$ cat src/rtl/mbe_pkg.sv
// Shared constants, state encoding and result type for the escape-time block.
package mbe_pkg;

   localparam int DEF_FRAC_BITS  = 28;
   localparam int DEF_WORD_WIDTH = 32;

   localparam int C_W       = 32;   // width of c_real / c_imag on the stream
   localparam int LIMIT_W   = 16;
   localparam int DIG_W     = 32;   // operand digit of the shared multiplier

   localparam logic [LIMIT_W-1:0] LIMIT_RESET = 16'd1000;

   typedef enum logic [2:0] {
      ST_IDLE,
      ST_SUM,
      ST_NEXT,
      ST_SQ_RE,
      ST_SQ_IM,
      ST_CROSS,
      ST_DONE
   } mbe_state_type;

   typedef struct packed {
      logic               escaped;
      logic [LIMIT_W-1:0] escape_step;
   } mbe_result_type;

endpackage

$ cat src/rtl/mbe_fx_mul.sv
// Shared fixed-point multiplier: 32x32 digit products, floor shift, saturation.
module mbe_fx_mul
   import mbe_pkg::*;
#(
   parameter int WORD_WIDTH = DEF_WORD_WIDTH,
   parameter int FRAC_BITS  = DEF_FRAC_BITS
) (
   input  logic                  clock,
   input  logic                  reset,
   input  logic                  start,
   input  logic [WORD_WIDTH-1:0] op_a,
   input  logic [WORD_WIDTH-1:0] op_b,
   output logic                  done,
   output logic [WORD_WIDTH-1:0] result
);

   localparam int NUM_DIG = (WORD_WIDTH + DIG_W - 1) / DIG_W;
   localparam int NPP     = NUM_DIG * NUM_DIG;
   localparam int IW      = (NPP > 1) ? $clog2(NPP) : 1;
   localparam int SW      = $clog2(2 * NUM_DIG);
   localparam int EXT_W   = NUM_DIG * DIG_W;
   localparam int ACC_W   = 2 * EXT_W;
   localparam int PW      = 2 * WORD_WIDTH;
   localparam int QW      = PW - FRAC_BITS;

   localparam logic [WORD_WIDTH-1:0] W_MAX = {1'b0, {(WORD_WIDTH-1){1'b1}}};
   localparam logic [WORD_WIDTH-1:0] W_MIN = {1'b1, {(WORD_WIDTH-1){1'b0}}};
   localparam logic [QW:0]           Q_LIM = (QW+1)'(1) << (WORD_WIDTH - 1);

   logic [WORD_WIDTH-1:0] ua_ff, ub_ff;
   logic                  neg_ff;
   logic [IW-1:0]         idx_ff;
   logic                  issue_ff, ppv_ff, fin_ff, done_ff;
   logic [2*DIG_W-1:0]    pp_ff;
   logic [SW-1:0]         sh_ff;
   logic [ACC_W-1:0]      acc_ff;
   logic [WORD_WIDTH-1:0] res_ff;

   logic [EXT_W-1:0]      ua_ext, ub_ext;
   logic [IW-1:0]         ia, ib;
   logic [DIG_W-1:0]      da, db;
   logic [SW-1:0]         sh_in;
   logic [ACC_W-1:0]      acc_in;
   logic [PW-1:0]         prod;
   logic                  rem_nz;
   logic [QW:0]           q_rnd;
   logic [WORD_WIDTH-1:0] res_in;

   function automatic logic [WORD_WIDTH-1:0] mag(input logic [WORD_WIDTH-1:0] v);
      return v[WORD_WIDTH-1] ? (WORD_WIDTH'(0) - v) : v;
   endfunction

   // digit selection for the current partial product
   always_comb begin
      ua_ext = EXT_W'(ua_ff);
      ub_ext = EXT_W'(ub_ff);
      ia     = IW'(32'(idx_ff) % NUM_DIG);
      ib     = IW'(32'(idx_ff) / NUM_DIG);
      da     = ua_ext[32'(ia) * DIG_W +: DIG_W];
      db     = ub_ext[32'(ib) * DIG_W +: DIG_W];
      sh_in  = SW'(ia) + SW'(ib);
      acc_in = acc_ff + (ACC_W'(pp_ff) << (32'(sh_ff) * DIG_W));
   end

   // floor shift of the magnitude product, then saturate
   always_comb begin
      prod   = acc_ff[PW-1:0];
      rem_nz = |prod[FRAC_BITS-1:0];
      q_rnd  = {1'b0, prod[PW-1:FRAC_BITS]} + (QW+1)'(neg_ff & rem_nz);
      if (neg_ff) begin
         res_in = (q_rnd >= Q_LIM) ? W_MIN : (WORD_WIDTH'(0) - q_rnd[WORD_WIDTH-1:0]);
      end else begin
         res_in = (q_rnd > Q_LIM - (QW+1)'(1)) ? W_MAX : q_rnd[WORD_WIDTH-1:0];
      end
   end

   always_ff @(posedge clock) begin
      if (reset) begin
         issue_ff <= 1'b0;
         ppv_ff   <= 1'b0;
         fin_ff   <= 1'b0;
         done_ff  <= 1'b0;
      end else begin
         ppv_ff  <= issue_ff;
         fin_ff  <= ppv_ff && !issue_ff;
         done_ff <= fin_ff;
         if (start) begin
            issue_ff <= 1'b1;
         end else if (issue_ff && idx_ff == IW'(NPP - 1)) begin
            issue_ff <= 1'b0;
         end
      end
   end

   always_ff @(posedge clock) begin
      if (start) begin
         ua_ff  <= mag(op_a);
         ub_ff  <= mag(op_b);
         neg_ff <= op_a[WORD_WIDTH-1] ^ op_b[WORD_WIDTH-1];
         idx_ff <= '0;
         acc_ff <= '0;
      end else begin
         if (issue_ff) begin
            pp_ff  <= da * db;
            sh_ff  <= sh_in;
            idx_ff <= idx_ff + IW'(1);
         end
         if (ppv_ff) begin
            acc_ff <= acc_in;
         end
      end
      if (fin_ff) begin
         res_ff <= res_in;
      end
   end

   assign done   = done_ff;
   assign result = res_ff;

endmodule

$ cat src/rtl/mbe_core.sv
// Iteration sequencer: z = z*z + c with saturating adds and the escape test.
module mbe_core
   import mbe_pkg::*;
#(
   parameter int WORD_WIDTH = DEF_WORD_WIDTH,
   parameter int FRAC_BITS  = DEF_FRAC_BITS
) (
   input  logic                  clock,
   input  logic                  reset,
   input  logic                  start,
   input  logic [WORD_WIDTH-1:0] c_real,
   input  logic [WORD_WIDTH-1:0] c_imag,
   input  logic [LIMIT_W-1:0]    iteration_limit,
   output logic                  idle,
   output logic                  res_valid,
   input  logic                  res_take,
   output mbe_result_type        res
);

   localparam logic [WORD_WIDTH-1:0] W_MAX = {1'b0, {(WORD_WIDTH-1){1'b1}}};
   localparam logic [WORD_WIDTH-1:0] W_MIN = {1'b1, {(WORD_WIDTH-1){1'b0}}};
   localparam logic [WORD_WIDTH:0]   FOUR  = (WORD_WIDTH+1)'(1) << (FRAC_BITS + 2);

   mbe_state_type state_ff, state_in;

   logic [WORD_WIDTH-1:0] cr_ff, ci_ff, zr_ff, zi_ff, rr_ff, ii_ff, ri_ff, t1_ff, t2_ff;
   logic [LIMIT_W-1:0]    step_ff;
   mbe_result_type        res_ff;

   logic [WORD_WIDTH-1:0] nr_in, ni_in;
   logic [WORD_WIDTH:0]   mag_sq;
   logic                  escape, last_step;
   logic                  mul_start, mul_done;
   logic [WORD_WIDTH-1:0] mul_a, mul_b, mul_res;

   function automatic logic [WORD_WIDTH-1:0] clip(input logic [WORD_WIDTH:0] s);
      if (s[WORD_WIDTH] != s[WORD_WIDTH-1]) begin
         return s[WORD_WIDTH] ? W_MIN : W_MAX;
      end
      return s[WORD_WIDTH-1:0];
   endfunction

   function automatic logic [WORD_WIDTH-1:0] sat_add(input logic [WORD_WIDTH-1:0] a,
                                                     input logic [WORD_WIDTH-1:0] b);
      return clip({a[WORD_WIDTH-1], a} + {b[WORD_WIDTH-1], b});
   endfunction

   function automatic logic [WORD_WIDTH-1:0] sat_sub(input logic [WORD_WIDTH-1:0] a,
                                                     input logic [WORD_WIDTH-1:0] b);
      return clip({a[WORD_WIDTH-1], a} - {b[WORD_WIDTH-1], b});
   endfunction

   mbe_fx_mul #(
      .WORD_WIDTH (WORD_WIDTH),
      .FRAC_BITS  (FRAC_BITS)
   ) u_mul (
      .clock  (clock),
      .reset  (reset),
      .start  (mul_start),
      .op_a   (mul_a),
      .op_b   (mul_b),
      .done   (mul_done),
      .result (mul_res)
   );

   always_comb begin
      nr_in     = sat_add(t1_ff, cr_ff);
      ni_in     = sat_add(t2_ff, ci_ff);
      // squares are never negative, so the sum fits one extra bit
      mag_sq    = {1'b0, rr_ff} + {1'b0, ii_ff};
      escape    = mag_sq > FOUR;
      last_step = (step_ff + LIMIT_W'(1)) == iteration_limit;
   end

   always_comb begin
      state_in = state_ff;
      unique case (state_ff)
         ST_IDLE: begin
            if (start) begin
               state_in = (iteration_limit == '0) ? ST_DONE : ST_SUM;
            end
         end
         ST_SUM:   state_in = ST_NEXT;
         ST_NEXT:  state_in = ST_SQ_RE;
         ST_SQ_RE: if (mul_done) state_in = ST_SQ_IM;
         ST_SQ_IM: if (mul_done) state_in = ST_CROSS;
         ST_CROSS: begin
            if (mul_done) begin
               state_in = (escape || last_step) ? ST_DONE : ST_SUM;
            end
         end
         ST_DONE:  if (res_take) state_in = ST_IDLE;
         default:  state_in = ST_IDLE;
      endcase
   end

   always_comb begin
      mul_start = 1'b0;
      mul_a     = zr_ff;
      mul_b     = zi_ff;
      unique case (state_ff)
         ST_NEXT: begin
            mul_start = 1'b1;
            mul_a     = nr_in;
            mul_b     = nr_in;
         end
         ST_SQ_RE: begin
            mul_start = mul_done;
            mul_a     = zi_ff;
            mul_b     = zi_ff;
         end
         ST_SQ_IM: begin
            mul_start = mul_done;
         end
         default: begin
            mul_start = 1'b0;
         end
      endcase
   end

   always_ff @(posedge clock) begin
      if (reset) begin
         state_ff <= ST_IDLE;
      end else begin
         state_ff <= state_in;
      end
   end

   always_ff @(posedge clock) begin
      unique case (state_ff)
         ST_IDLE: begin
            if (start) begin
               cr_ff   <= c_real;
               ci_ff   <= c_imag;
               zr_ff   <= '0;
               zi_ff   <= '0;
               rr_ff   <= '0;
               ii_ff   <= '0;
               ri_ff   <= '0;
               step_ff <= '0;
               res_ff  <= '{escaped: 1'b0, escape_step: iteration_limit};
            end
         end
         ST_SUM: begin
            t1_ff <= sat_sub(rr_ff, ii_ff);
            t2_ff <= sat_add(ri_ff, ri_ff);
         end
         ST_NEXT: begin
            zr_ff <= nr_in;
            zi_ff <= ni_in;
         end
         ST_SQ_RE: if (mul_done) rr_ff <= mul_res;
         ST_SQ_IM: if (mul_done) ii_ff <= mul_res;
         ST_CROSS: begin
            if (mul_done) begin
               ri_ff <= mul_res;
               if (escape) begin
                  res_ff <= '{escaped: 1'b1, escape_step: step_ff};
               end else begin
                  step_ff <= step_ff + LIMIT_W'(1);
               end
            end
         end
         default: begin
         end
      endcase
   end

   assign idle      = (state_ff == ST_IDLE);
   assign res_valid = (state_ff == ST_DONE);
   assign res       = res_ff;

endmodule

$ cat src/rtl/mandelbrot_escape_time.sv
// Mandelbrot escape-time unit: request/response stream wrapper and limit register.
//
// A request carries one point c (req_tdata: c_real in [31:0], c_imag in [63:32],
// signed Q4.28 by default). The unit iterates z = z*z + c from z = 0 and returns
// one response per request: rsp_tuser is the escaped flag, rsp_tdata the
// zero-based escape step, or iteration_limit if the point never escaped.
// csr_wr_en / csr_wr_data load iteration_limit (reset value 1000); write it only
// while no request is in flight.
// One request is worked on at a time; req_tready is high only while the
// iteration sequencer is idle. Every step runs through one shared multiplier
// that forms three products in turn (re*re, im*im, re*im), each from N*N digit
// products with N = ceil(WORD_WIDTH/32), plus the add states ST_SUM and ST_NEXT.
// With a limit of zero a point goes straight to done without iterating; the
// sequencer is ready for the next request in the same cycle its response is offered.
// The response sits in an output register; a new request is taken while it
// waits, and a finished point holds in the sequencer until that register frees.
// Reset idles the sequencer, clears the response valid and reloads the limit with 1000.
module mandelbrot_escape_time
   import mbe_pkg::*;
#(
   parameter int WORD_WIDTH = DEF_WORD_WIDTH,
   parameter int FRAC_BITS  = DEF_FRAC_BITS
) (
   input  logic               clock,
   input  logic               reset,
   input  logic               req_tvalid,
   output logic               req_tready,
   input  logic [2*C_W-1:0]   req_tdata,    // c_real [31:0], c_imag [63:32]
   output logic               rsp_tvalid,
   input  logic               rsp_tready,
   output logic [LIMIT_W-1:0] rsp_tdata,    // escape_step [15:0]
   output logic               rsp_tuser,    // escaped [0]
   input  logic               csr_wr_en,
   input  logic [LIMIT_W-1:0] csr_wr_data
);

   localparam int EXT_W = (WORD_WIDTH > C_W) ? WORD_WIDTH : C_W;

   logic [LIMIT_W-1:0]    limit_ff;
   logic                  rsp_valid_ff;
   mbe_result_type        rsp_ff;

   logic                  core_idle, core_valid, core_take, req_fire;
   logic [WORD_WIDTH-1:0] cr_in, ci_in;
   mbe_result_type        core_res;

   // sign-extend the 32-bit input and clamp it into the working word
   function automatic logic [WORD_WIDTH-1:0] clamp_in(input logic [C_W-1:0] v);
      logic signed [EXT_W-1:0] s;
      logic signed [EXT_W-1:0] hi;
      logic signed [EXT_W-1:0] lo;
      s  = EXT_W'($signed(v));
      hi = EXT_W'({1'b0, {(WORD_WIDTH-1){1'b1}}});
      lo = ~hi;
      if (s > hi) begin
         return {1'b0, {(WORD_WIDTH-1){1'b1}}};
      end else if (s < lo) begin
         return {1'b1, {(WORD_WIDTH-1){1'b0}}};
      end
      return s[WORD_WIDTH-1:0];
   endfunction

   assign cr_in      = clamp_in(req_tdata[C_W-1:0]);
   assign ci_in      = clamp_in(req_tdata[2*C_W-1:C_W]);
   assign req_tready = core_idle;
   assign req_fire   = req_tvalid && core_idle;
   assign core_take  = core_valid && (!rsp_valid_ff || rsp_tready);

   mbe_core #(
      .WORD_WIDTH (WORD_WIDTH),
      .FRAC_BITS  (FRAC_BITS)
   ) u_core (
      .clock           (clock),
      .reset           (reset),
      .start           (req_fire),
      .c_real          (cr_in),
      .c_imag          (ci_in),
      .iteration_limit (limit_ff),
      .idle            (core_idle),
      .res_valid       (core_valid),
      .res_take        (core_take),
      .res             (core_res)
   );

   always_ff @(posedge clock) begin
      if (reset) begin
         limit_ff     <= LIMIT_RESET;
         rsp_valid_ff <= 1'b0;
      end else begin
         if (csr_wr_en) begin
            limit_ff <= csr_wr_data;
         end
         if (core_take) begin
            rsp_valid_ff <= 1'b1;
         end else if (rsp_tready) begin
            rsp_valid_ff <= 1'b0;
         end
      end
   end

   always_ff @(posedge clock) begin
      if (core_take) begin
         rsp_ff <= core_res;
      end
   end

   assign rsp_tvalid = rsp_valid_ff;
   assign rsp_tdata  = rsp_ff.escape_step;
   assign rsp_tuser  = rsp_ff.escaped;

endmodule
$ cat config.mk
export PLATFORM = sky130hd
export DESIGN_NAME = mandelbrot_escape_time
export DESIGN_NICKNAME = d
export VERILOG_FILES = /design/src/rtl/mbe_pkg.sv /design/src/rtl/mbe_fx_mul.sv /design/src/rtl/mbe_core.sv /design/src/rtl/mandelbrot_escape_time.sv
export SDC_FILE = /design/constraint.sdc
export NUM_CORES = 2
export LEC_CHECK = 0
export ABC_AREA = 1
export BUFFER_PORTS_ARGS = -buffer_cell sky130_fd_sc_hd__buf_2
export CAP_MARGIN = 15
export CORE_MARGIN = 2
export CORE_UTILIZATION = 45
export CTS_BUF_LIST = sky130_fd_sc_hd__clkbuf_8
export CTS_CLUSTER_DIAMETER = 150
export DETAILED_ROUTE_END_ITERATION = 12
export SLEW_MARGIN = 25
export SYNTH_ARGS = -nofsm -noshare
export SYNTH_HDL_FRONTEND = slang
export SYNTH_SLANG_ARGS = --single-unit
$ cat constraint.sdc
create_clock -name clock -period 19.5 [get_ports clock]
set_input_delay 5.85 -clock clock [delete_from_list [all_inputs] [get_ports clock]]
set_output_delay 5.85 -clock clock [all_outputs]
set_load 0.05 [all_outputs]
### Yosys cells after proc, flatten, opt, wreduce, memory -nomap -nowiden

Cells that the tools add are included.

* input bits: 85
* register bits: 589
* output and inout port bits: 19

* $lt $le $gt $ge: 7
* multiply operators: 1
* shift operators: 2
* reductions and logical operators: 27
* add/subtract/negate cells: 12
* bitwise gates (word level): 4
* equality and inequality tests: 18
* multiplexer cells: 63

Operators with widths (number)
* $mux W32: 24
* $pmux W32 S2: 6
* $add A32 B32 Y33: 4
* $sub A1 B32 Y32 const A: 3
* $add A64 B64 Y64: 1
* $gt A32 B32 Y1 const B: 2
* $lt A32 B32 Y1 const B: 2
* $mul A32 B32 Y64: 1
* $shl A64 B6 Y64: 1
* $mux W31: 2
* $mux W17: 3
* $mux W16: 3
* $add A36 B1 Y37: 1
* $ge A37 B32 Y1 const B: 1
* $gt A37 B31 Y1 const B: 1
* $pmux W17 S2: 1
* $gt A33 B31 Y1 const B: 1
* $sub A32 B32 Y33: 1
* $pmux W16 S2: 1
* $shiftx A32 B7 Y32: 1
* $reduce_or A28 Y1: 1
* $mux W3: 7
* $pmux W3 S7: 1
* $add A16 B1 Y16 const B: 1
* 24 further kinds: 64

### Depth between registers and ports, before layout

* depth in word-level cells: 7
* mapped depth: 36
* depth with buffers taken out: 33

### By module

From an unflattened synthesis, not the netlist that was laid out.

* cell total of the unflattened synthesis: 9072
* area total of the unflattened synthesis: 71922.7 sq um

Modules (own cells, without submodules)
* mbe_fx_mul: area an instance 49108.3 sq um, times used 1, cells each 6330
* mbe_core: area an instance 21463.1 sq um, times used 1, cells each 2584
* mandelbrot_escape_time: area an instance 1351.3 sq um, times used 1, cells each 158

### Worst setup path before layout

Ideal clock, no wire load.

* path kind: input-to-reg
* start point: in req_tvalid
* end point: reg u_core.zi_ff[0] (enable)
* cell stages on the path: 4
* path buffers: 0
* path slack: 8.572 ns
* setup time: 0.424 ns
* data arrival time: 10.504 ns
* path through: inv_1 -> nor2_1 -> inv_1 -> nand2_1

* longest elaborated chain between the ends: 3

Ends and longest elaborated chain
* start: declaration: RTL line mandelbrot_escape_time.sv:26 `input logic req_tvalid,`
* $logic_and A1 B1 Y1: RTL line mandelbrot_escape_time.sv:66 `assign req_fire = req_tvalid && core_idle;`
* $ne A2 B1 Y1 (no line)
* $reduce_and A2 Y1 (no line)
* end signal: assignment: RTL line mbe_core.sv:150 `zi_ff <= ni_in;`
* end: declaration: RTL line mbe_core.sv:26 `logic [WORD_WIDTH-1:0] cr_ff, ci_ff, zr_ff, zi_ff, rr_ff, ii_ff, ri_ff, t1_ff, t2_ff;`

Every way passes these cells.
A chain may end at the register's enable or synchronous reset.

### Final worst setup path

* start point: reg u_core.u_mul.idx_ff
* end point: reg u_core.u_mul.pp_ff[61], data pin

* longest elaborated chain between the ends: 2

Ends and longest elaborated chain
* start: declaration: RTL line mbe_fx_mul.sv:32 `logic [IW-1:0] idx_ff;`
* start signal: assignment: RTL line mbe_fx_mul.sv:106 `idx_ff <= idx_ff + IW'(1);`
* $shiftx A32 B7 Y32: RTL line mbe_fx_mul.sv:60 `db = ub_ext[32'(ib) * DIG_W +: DIG_W];`
* $mul A32 B32 Y64: RTL line mbe_fx_mul.sv:104 `pp_ff <= da * db;`
* end signal: assignment: RTL line mbe_fx_mul.sv:104
* end: declaration: RTL line mbe_fx_mul.sv:34 `logic [2*DIG_W-1:0] pp_ff;`

Every way passes these cells.

==> run metrics <==
Setup crit end kind=flop; largest net degree at the start of global routing=90; slowest CP cell=inv_1; Max FO, Critical Path=34; first-pass GRT wire length=382,000 microns; Routed WL=between 200,000 and 300,000 microns; core region area=around 160,000 sq um; RR Endpoint=u_core.u_mul.pp_ff[61]; drt pass-1 iters=6; fin area=approximately 76,000 sq um; Fmax achieved=about 0.11 GHz; die footprint=between 150,000 and 200,000 sq um; Setup Buffers After CTS=0; GR Util All Layers=0.314; main flop type after synthesis=edfxtp_1; WP buf/inv=10; Worst Hold End=rsp_tdata[13]; via count=between 60,000 and 70,000; Synth Instances=9,002; clock sink count=just under 600; R2R cell count=32; Die Width=between 400 and 500 microns; sequential element share of the synthesized area=0.235; crit share post-route=0.484; CP required=approximately 20 ns; post-route ant nets=0; wire length per cell=between 20 and 25 microns; Std-Cell Rows=approximately 150; critical path's top delay family=adder cells; outcome=finished clean; Critical Path AT=10.03 ns; Die Height=a little over 400 microns; clock tree buffer depth=3; Post-synth EDFFs=500; Crit path depth=32; dpl hpwl=204,000 microns; final count of pins violating max slew=0; Vias/cell=~5.4; slew of the pin with the lowest slew margin=1.15 ns; Num CTS Buffers=about 110; post-synthesis cell area=a little over 70,000 sq um; H-tree levels=3; worst r2r src=u_core.u_mul.idx_ff; drt drc=0; Initial Util=0.452; number of synthesized register bits=589; post-cts resize count=0; Root Driver=clkbuf_8; number of global-route vias before repair=about 60,000; unrepaired setup endpoints after global routing=false; Worst-path clk slew=approximately 0.060 ns; I/O pin cnt=about 100; reg2reg setup slack=just over 10 ns; critical path launch point type=flop; Hold Vio Cnt, Final=0; global route overflow=0; critical path's largest stage delay=between 0.7 and 0.8 ns; area grow syn2layout=6.42%; worst hold path depth=0; TritonCTS clock tree=built; min Tclk post-route=9.43 ns; number of I/O port buffers=roughly 100; Iteration-0 DRC Markers=approximately 5,800; CP Class=flop to flop; Netlist cell types=just over 70; Synthesized Nets=~10,000; commonest non-fill, non-tap cell in the layout=inv_1; Post-CTS Hold Fix Bufs=0; RePlAce Congestion=0.980; clock latency on the worst-skew pair=0.86 ns; max_cap viols=0; yosys warns=0; Slew HR=0.230; commonest non-fill, non-tap cells in the layout=1,842 x inv_1, 1,752 x nand2_1, 1,265 x nor2_1; layout cell share with drive strength beyond 1=0.0548; Syn Area/Cell=just under 8 sq um; initial antenna violation count=14; ys async rst share=0; nets=between 10,000 and 15,000; Hold/Removal Path Class=flop to flop; worst hold start=u_core.res[13]; setup violators final=0; post-place instance area=74,000 sq um; Worst Clk Skew=between 0.09 and 0.1 ns; Fin Setup TNS=0 ns
-- stage by stage --
stage | utilization | hold slack [ns] | std cells | worst slack [ns]
global placement | 0.468 | 0.403 | 10900 | 10.34
detailed placement | 0.468 | 0.405 | 10900 | 10.34
floorplan | - | 0.400 | 9002 | 8.57
CTS | 0.481 | 0.418 | 11100 | 10.27
finish | 0.482 | 0.419 | 11100 | 10.07
global route | 0.481 | 0.430 | 11100 | 9.72
-- per-layer routing --
metal / vias up / GRT usage / routed length [microns]
li1: 27600 / - / -
met1: 29400 / 0.440 / 108000
met2: 2723 / 0.474 / 109000
met3: 468 / 0.0739 / 24600
met4: 4 / 0.114 / 10900
met5: - / 0 / 24
-- cells in the mapped netlist (34+ instances only) --
cell	number	share of area
nor3_1	81	0.0057
edfxtp_1	500	0.21
clkbuf_1	311	0.016
fa_1	901	0.25
dfxtp_1	89	0.025
a21oi_1	449	0.031
nand3_1	220	0.015
nand2_2	34	0.0030
o21ai_1	40	0.0028
inv_1	1818	0.095
nand2_1	1755	0.092
nand4_1	70	0.0061
o21ai_0	276	0.019
ha_1	463	0.081
nor2_1	1268	0.067
xnor2_1	75	0.0092
xor2_1	207	0.025
a31oi_1	67	0.0059
-- flip-flops by register name (all words and copies together) (netlist names), 3 cells and up --
name and cells:
u_core.res 17, rsp_tdata 16, u_core.state_ff 3, u_core.t2_ff 32, u_core.cr_ff 32, u_core.zi_ff 32, u_core.step_ff 16, u_core.zr_ff 32
u_core.ci_ff 32, u_core.u_mul.ub_ext 32, u_core.t1_ff 32, limit_ff 16, u_core.u_mul.ua_ext 32, u_core.ii_ff 32, u_core.ri_ff 32, u_core.u_mul.acc_ff 64
u_core.u_mul.result 32, u_core.rr_ff 32, u_core.u_mul.pp_ff 64
-- area by class of cell --
type,instances,area [sq um]
Clock buffer,109,1500
Tap cell,2072,2590
Antenna cell,5,12.5
Fill cell,15600,81900
Clock inverter,85,598
Timing Repair Buffer,203,1270
Inverter,1859,6980
Multi-Input combinational cell,6193,46300
Sequential cell,589,16800
-- worst max-delay path by stage --
stage / start / end / slack [ns]
after global placement: u_core.u_mul.idx_ff / u_core.u_mul.pp_ff[61] / 10.34
final: u_core.u_mul.idx_ff / u_core.u_mul.pp_ff[61] / 10.07
after floorplan: req_tvalid / u_core.zi_ff[0] / 8.57
after global routing: u_core.u_mul.idx_ff / u_core.u_mul.pp_ff[61] / 9.72
after CTS: u_core.u_mul.idx_ff / u_core.u_mul.pp_ff[61] / 10.27
after detailed placement: u_core.u_mul.idx_ff / u_core.u_mul.pp_ff[61] / 10.34
-- logic make-up (layout without fill, tap and decap cells) --
family	after synthesis	count (layout)	synth area share
xor+xnor	283	283	0.0348
flops	589	589	0.235
compound gates	1006	1006	0.0783
simple gates	3540	3540	0.201
fa+ha+maj	1364	1364	0.333
buf+inv	2220	2256	0.118
other cells	0	5	0
Power is left out: the tool's default activity adds up to more than one toggle a clock period on the data nets, which glitch-free logic cannot reach.
